$ cat src/rtl/core/b64d_pkg.sv
// b64d_pkg: shared types, constants and the symbol lookup for the base64 decoder
// no dependencies; imported by b64d_quartet, base64_strict_decoder and b64d_checker

package b64d_pkg;

    // result status carried on the result channel's tuser
    typedef enum logic [1:0] {
        ST_DATA = 2'd0,
        ST_END  = 2'd1,
        ST_ERR  = 2'd2
    } status_t;

    // six-bit symbol value, with one extra code for a character outside the alphabet
    localparam logic [6:0] SYM_BAD  = 7'd64;
    localparam logic [7:0] PAD_CHAR = 8'h3D;   // '='

    // decoded quartet
    typedef struct packed {
        logic [7:0] byte0;
        logic [7:0] byte1;
        logic [7:0] byte2;
        logic [1:0] count;   // bytes produced, zero when the quartet is invalid
        logic       padded;
    } quartet_t;

    // alphabet lookup: A-Z, a-z, 0-9, '+', '/'
    function automatic logic [6:0] sym_value(input logic [7:0] ch);
        logic [7:0] v;
        v = 8'd64;
        if (ch inside {[8'h41:8'h5A]}) begin
            v = ch - 8'h41;
        end else if (ch inside {[8'h61:8'h7A]}) begin
            v = ch - 8'h47;
        end else if (ch inside {[8'h30:8'h39]}) begin
            v = ch + 8'h04;
        end else if (ch == 8'h2B) begin
            v = 8'd62;
        end else if (ch == 8'h2F) begin
            v = 8'd63;
        end
        return v[6:0];
    endfunction

endpackage

$ cat src/rtl/core/base64_strict_decoder.sv
// base64_strict_decoder: strict base64 text decoder, one character per input transfer
// depends on b64d_pkg and b64d_quartet

// Takes one text character per input transfer (tlast marks the final character)
// and gives decoded bytes on the result channel, one result per transfer: tdata is
// the byte, tuser the status (0 byte, 1 clean end, 2 invalid input) and tlast marks
// the final result caused by one character. Whitespace is skipped. The decode of
// each character is done in the cycle it is accepted and its results (up to four)
// are held in a result register that also serves as the output register. A
// character that yields no result or one result does not hold the input, so the
// block runs at one character per cycle while the sink is ready; a character that
// completes a quartet yields up to three bytes (four with the end report) and the
// input then waits until the last of them is taken, since the result port moves
// one result per cycle and only while the sink is ready.
// After an error, characters are swallowed until the one marked last, which
// returns the block to its reset state.

module base64_strict_decoder
    import b64d_pkg::*;
(
    input  logic       aclk,
    input  logic       aresetn,
    // input channel
    input  logic       s_tvalid,
    output logic       s_tready,
    input  logic [7:0] s_tdata,    // [7:0] text_byte
    input  logic       s_tlast,    // end_of_text
    // result channel
    output logic       m_tvalid,
    input  logic       m_tready,
    output logic [7:0] m_tdata,    // [7:0] data_byte
    output logic [1:0] m_tuser,    // [1:0] status
    output logic       m_tlast     // last_of_run
);

    // decoder state
    logic [7:0] sym_reg [3];
    logic [1:0] count_reg, count_next;
    logic       pad_reg, pad_next;
    logic       err_reg, err_next;

    // result register
    logic [7:0] byte_reg [3];
    logic [1:0] ndata_reg, ndata_next;
    logic       tail_reg, tail_next;
    status_t    tail_st_reg, tail_st_next;
    logic [1:0] idx_reg;

    logic       accept;
    logic       pop;
    logic       out_last;
    logic [2:0] total;
    logic       is_ws;
    logic       store_wr;
    logic       err;
    quartet_t   quartet;

    b64d_quartet u_quartet (
        .sym0    (sym_reg[0]),
        .sym1    (sym_reg[1]),
        .sym2    (sym_reg[2]),
        .sym3    (s_tdata),
        .quartet (quartet)
    );

    // result channel handshake
    assign total    = {1'b0, ndata_reg} + {2'b00, tail_reg};
    assign m_tvalid = (total != 3'd0);
    assign out_last = (({1'b0, idx_reg} + 3'd1) == total);
    assign pop      = m_tvalid && m_tready;
    assign s_tready = !m_tvalid || (pop && out_last);
    assign accept   = s_tvalid && s_tready;
    assign m_tlast  = out_last;

    // current result
    always_comb begin
        m_tdata = 8'd0;
        m_tuser = ST_DATA;
        if ({1'b0, idx_reg} >= {1'b0, ndata_reg}) begin
            m_tuser = tail_st_reg;
        end else begin
            case (idx_reg)
                2'd0:    m_tdata = byte_reg[0];
                2'd1:    m_tdata = byte_reg[1];
                2'd2:    m_tdata = byte_reg[2];
                default: m_tdata = 8'd0;
            endcase
        end
    end

    // per-character decode: next state and the results it causes
    always_comb begin
        is_ws        = s_tdata inside {8'h0A, 8'h0D, 8'h09, 8'h20};
        count_next   = count_reg;
        pad_next     = pad_reg;
        err_next     = err_reg;
        ndata_next   = 2'd0;
        tail_next    = 1'b0;
        tail_st_next = ST_END;
        store_wr     = 1'b0;
        err          = 1'b0;
        if (err_reg) begin
            if (s_tlast) begin
                count_next = 2'd0;
                pad_next   = 1'b0;
                err_next   = 1'b0;
            end
        end else begin
            if (!is_ws) begin
                if (pad_reg) begin
                    err = 1'b1;
                end else if (count_reg != 2'd3) begin
                    store_wr   = 1'b1;
                    count_next = count_reg + 2'd1;
                end else begin
                    count_next = 2'd0;
                    if (quartet.count == 2'd0) begin
                        err = 1'b1;
                    end else begin
                        ndata_next = quartet.count;
                        pad_next   = pad_reg | quartet.padded;
                    end
                end
            end
            if (err) begin
                ndata_next   = 2'd0;
                tail_next    = 1'b1;
                tail_st_next = ST_ERR;
                if (s_tlast) begin
                    count_next = 2'd0;
                    pad_next   = 1'b0;
                end else begin
                    err_next = 1'b1;
                end
            end else if (s_tlast) begin
                tail_next    = 1'b1;
                tail_st_next = (count_next != 2'd0) ? ST_ERR : ST_END;
                count_next   = 2'd0;
                pad_next     = 1'b0;
                err_next     = 1'b0;
            end
        end
    end

    // control registers
    always_ff @(posedge aclk) begin
        if (!aresetn) begin
            count_reg   <= 2'd0;
            pad_reg     <= 1'b0;
            err_reg     <= 1'b0;
            ndata_reg   <= 2'd0;
            tail_reg    <= 1'b0;
            tail_st_reg <= ST_END;
            idx_reg     <= 2'd0;
        end else begin
            if (accept) begin
                count_reg   <= count_next;
                pad_reg     <= pad_next;
                err_reg     <= err_next;
                ndata_reg   <= ndata_next;
                tail_reg    <= tail_next;
                tail_st_reg <= tail_st_next;
                idx_reg     <= 2'd0;
            end else if (pop) begin
                if (out_last) begin
                    ndata_reg <= 2'd0;
                    tail_reg  <= 1'b0;
                    idx_reg   <= 2'd0;
                end else begin
                    idx_reg <= idx_reg + 2'd1;
                end
            end
        end
    end

    // symbol store and decoded bytes
    always_ff @(posedge aclk) begin
        if (accept) begin
            if (store_wr && count_reg == 2'd0) sym_reg[0] <= s_tdata;
            if (store_wr && count_reg == 2'd1) sym_reg[1] <= s_tdata;
            if (store_wr && count_reg == 2'd2) sym_reg[2] <= s_tdata;
            byte_reg[0] <= quartet.byte0;
            byte_reg[1] <= quartet.byte1;
            byte_reg[2] <= quartet.byte2;
        end
    end

endmodule

$ cat src/rtl/core/b64d_quartet.sv
// b64d_quartet: checks four gathered symbols and decodes them into up to three bytes
// depends on b64d_pkg (sym_value, quartet_t)

module b64d_quartet
    import b64d_pkg::*;
(
    input  logic [7:0] sym0,
    input  logic [7:0] sym1,
    input  logic [7:0] sym2,
    input  logic [7:0] sym3,
    output quartet_t   quartet
);

    logic [6:0]  v0;
    logic [6:0]  v1;
    logic [6:0]  v2;
    logic [6:0]  v3;
    logic        p2;
    logic        p3;
    logic [23:0] bits;

    // symbol values, padding counts as zero bits
    always_comb begin
        p2   = (sym2 == PAD_CHAR);
        p3   = (sym3 == PAD_CHAR);
        v0   = sym_value(sym0);
        v1   = sym_value(sym1);
        v2   = p2 ? 7'd0 : sym_value(sym2);
        v3   = p3 ? 7'd0 : sym_value(sym3);
        bits = {v0[5:0], v1[5:0], v2[5:0], v3[5:0]};
    end

    // validity, padding placement and unused trailing bits
    always_comb begin
        quartet.byte0  = bits[23:16];
        quartet.byte1  = bits[15:8];
        quartet.byte2  = bits[7:0];
        quartet.padded = p2 || p3;
        if (v0 == SYM_BAD || v1 == SYM_BAD) begin
            quartet.count = 2'd0;
        end else if (p2 && !p3) begin
            quartet.count = 2'd0;
        end else if (v2 == SYM_BAD || v3 == SYM_BAD) begin
            quartet.count = 2'd0;
        end else if (p2) begin
            quartet.count = (v1[3:0] != 4'd0) ? 2'd0 : 2'd1;
        end else if (p3) begin
            quartet.count = (v2[1:0] != 2'd0) ? 2'd0 : 2'd2;
        end else begin
            quartet.count = 2'd3;
        end
    end

endmodule

$ cat config.mk
export PLATFORM = sky130hd
export DESIGN_NAME = base64_strict_decoder
export DESIGN_NICKNAME = d
export VERILOG_FILES = /design/src/rtl/core/b64d_pkg.sv /design/src/rtl/core/base64_strict_decoder.sv /design/src/rtl/core/b64d_quartet.sv
export SDC_FILE = /design/constraint.sdc
export NUM_CORES = 1
export LEC_CHECK = 0
export BUFFER_PORTS_ARGS = -buffer_cell sky130_fd_sc_hd__clkbuf_2
export CAP_MARGIN = 10
export CELL_PAD_IN_SITES_DETAIL_PLACEMENT = 1
export CELL_PAD_IN_SITES_GLOBAL_PLACEMENT = 1
export CORE_MARGIN = 2
export CORE_UTILIZATION = 35
export DETAILED_ROUTE_END_ITERATION = 16
export GPL_ROUTABILITY_DRIVEN = 0
export HOLD_SLACK_MARGIN = 0.05
export MAX_ROUTING_LAYER = met4
export PLACE_DENSITY = 0.68
export SYNTH_ARGS = -nofsm -noshare
export SYNTH_HDL_FRONTEND = slang
export SYNTH_SLANG_ARGS = --single-unit
$ cat constraint.sdc
create_clock -name aclk -period 6.8 [get_ports aclk]
set_clock_uncertainty 0.05 [all_clocks]
set_input_delay 1.02 -clock aclk [delete_from_list [all_inputs] [get_ports aclk]]
set_output_delay 1.02 -clock aclk [all_outputs]
set_load 0.02 [all_outputs]
==> impl_results.md <==
- RSZ-0062 raised after global routing: false
- Die W: 120 um
- Synth cell types: just over 80
- FP Rows: 42
- Post-synth EDFFs: 48
- Worst EP required: between 6 and 7 ns
- Design Area, Final: a little over 0.005 mm^2
- Slew Viols, Final: 0
- N_diodes: 0
- Routed WL: about 14000 um
- Final hold viol count: 0
- Clk slew on worst S/H paths: around 0.05 ns
- Cell count after synthesis: between 500 and 600
- Crit-path max FO: 29
- Fillers: approximately 1600
- ANT nets after route: 0
- Vias in the first global route: ~4000
- Total track usage: approximately a fifth
- CP Data Arrival Time: approximately 3.5 ns
- Setup CP Type: reg2reg
- Total chip power: roughly 0.96 mW
- Ys flop type: edfxtp_1
- Grt total ovfl: 0
- CTS resizes: 0
- Lkg Pwr: approximately 2 nW
- Seq/Total Area, Yosys: a little over a third
- CTS tree: done
- Nets: 580
- DR DRC count: 0
- Net Count, Synth: roughly 560
- Area occupied by multi-input gates: around 0.0028 mm^2
- DR WL/cell: just under 20 um
- Syn Area/Cell: approximately 9.3 um^2
- Status: complete, no violations
- Worst path max stage delay: between 0.7 and 0.8 ns
- Synthesis-to-finish area growth: 10.7%
- Post-Layout Cell Count: 703
- Layout cells sized above 1: between 10% and 20%
- DIE AREA: ~0.014 mm^2
- HP Class: reg2reg
- DR vias: ~4000
- Initial antenna violation count: 0
- Initial DRC count: about 260
- Most used cell, CP: inv_1
- Total CTS buffers: 9
- Initial Utilization: 35.7%
- Number of I/O pins: 26
- Storage element area: between 0.0015 and 0.002 mm^2
- Least-Margin Pin Slew: roughly 1.1 ns
- Die Y: approximately 120 um
- Final setup fails: 0
- Max_slew headroom: between 20% and 30%
- Type of origin of the critical path: flop
- Core Area: roughly 0.013 mm^2
- First-pass GRT wire length: about 22000 um
- Max H-tree Level: 3
- Worst skew pair latency: between 0.3 and 0.4 ns
- #FFs+latches synth: 59
- Post-cts hold buffer count: 0
- MaxCap Viol Count: 0
- Final design utilization: 39.5%
- CTS root buffer: clkbuf_16
- Post-DP Area: approximately 0.005 mm^2
- Fmax: approximately 280 MHz
- Post-CTS Repair Setup Buffers: 0
- CP max stage cell: inv_1
- Largest net degree at the start of global routing: 30
- Worst Setup End Kind: flop
- # placed instances: between 600 and 700
- Final min period: ~3.6 ns
- Num Clock Sinks: between 50 and 60
- Post-DP HPWL: ~10000 um
- Via/cell ratio: 5.72
- Maximum clock insertion buffer count: 2
- Post-synth ARST share: 0%
- Pwr/cell area: about 180 mW/mm^2
- Mapped cell area: ~0.0047 mm^2
- Port buffer count: 25
- Ys Warns: 0
- Fraction of the cycle the final worst path needs: a little over half
- Cell Chain, Critical Path: inv_1 > ha_1 > xor2_1 > nor3_2 > a21o_1 > nand2_1 > inv_1 > and3_1 > and2_1
- Leading cell types in the layout, fill and taps excluded: 48 x edfxtp_1, 44 x a21oi_1, 44 x ha_1
- Maximum vdd ir drop: 0.109 mV
- Final setup TNS: 0 ns
- Commonest non-fill, non-tap cell in the layout: edfxtp_1
- Pre-antenna DRT Iters: 7
[Yosys cell counts, types with 3 or more instances]
cell type	instances	area, um^2
ha_1	44	551
a21o_1	3	22.5
xor2_1	4	35.0
a221oi_1	4	35.0
clkbuf_1	7	26.3
nand3_1	13	65.1
a22o_1	3	26.3
a211oi_1	3	22.5
o21bai_1	5	37.5
a222oi_1	8	80.1
nor3b_1	5	37.5
buf_2	6	30.0
nor3_1	9	45.0
nor2_1	40	150
edfxtp_1	48	1440
nand2_1	34	128
nor2b_1	18	113
a22oi_1	4	30.0
a41oi_1	3	26.3
nand2b_1	7	43.8
o31ai_1	4	30.0
and2_1	11	68.8
o21ai_1	3	15.0
dfxtp_1	11	220
xnor2_1	15	131
o21ai_0	23	115
nand4_1	4	25.0
and3_1	9	56.3
a21oi_1	44	220
inv_1	34	128
a32oi_1	3	26.3
nor4_1	5	31.3
or3_1	3	18.8
a31oi_1	4	25.0
[power by group]
group / internal (mW) / leakage [nW] / switching [mW]
Sequential: 0.413 / 0.553 / 0.0194
Combinational: 0.0464 / 1.36 / 0.0807
Clock: 0.242 / 0.128 / 0.156
Total: 0.702 / 2.04 / 0.256
[through the flow]
step                hold slack [ns]  worst slack [ns]
global placement              0.394              3.35
floorplan                     0.379              3.46
global route                  0.435              2.86
detailed placement            0.399              3.21
finish                        0.407              3.24
CTS                           0.411              3.18
[per-layer routing]
layer | global-route usage, % | vias up | wire length [um]
met5 | - | - | 0
met4 | 4.49 | 0 | 142
met3 | 3.09 | 13 | 590
met2 | 32.3 | 109 | 6370
met1 | 27.0 | 1974 | 6510
li1 | - | 1922 | -
[critical path: cells and delay by family (launching register included)]
kind,cells,cell delay [ns]
AND/OR/NAND/NOR,4,1.10
AO/OA/AOI/OAI,1,0.18
flip-flops,1,0.45
adder cells (fa/ha/maj),1,0.34
XOR/XNOR,1,0.17
buffers and inverters,2,0.92
[area by class of cell]
class / count / area share [%]
clock inverter: 5 / 0.603
sequential: 59 / 32.0
multi-input combinational: 394 / 53.9
timing repair buffer: 25 / 2.41
clock buffer: 10 / 4.41
inverter: 34 / 2.46
tap: 176 / 4.24
[kinds of logic (layout without fill, tap and decap cells)]
group           after synthesis  after routing  share of synthesized area, %
fa+ha+maj                    44             44                          11.7
buf+inv                      53             74                          4.91
compound gates              147            147                          22.1
flops                        59             59                          35.5
simple gates                183            183                          22.1
xor+xnor                     19             19                          3.55
mux                           1              1                         0.214
[worst paths after layout]
| kind | start | endpoint | cells past startpoint | slack, ns |
|---|---|---|---|---|
| hold / removal | tail_st_reg[0]$_SDFFE_PN1P_ | tail_st_reg[0]$_SDFFE_PN1P_ | 1 | 0.41 |
| setup / recovery | idx_reg[0]$_SDFFE_PP0P_ | sym_reg[0][21]$_DFFE_PP_ | 9 | 3.24 |
| setup reg to reg | idx_reg[0]$_SDFFE_PP0P_ | sym_reg[0][21]$_DFFE_PP_ | 9 | 3.24 |
| hold reg to reg | tail_st_reg[0]$_SDFFE_PN1P_ | tail_st_reg[0]$_SDFFE_PN1P_ | 1 | 0.41 |
No activity file was read; power rests on OpenSTA's default activity.
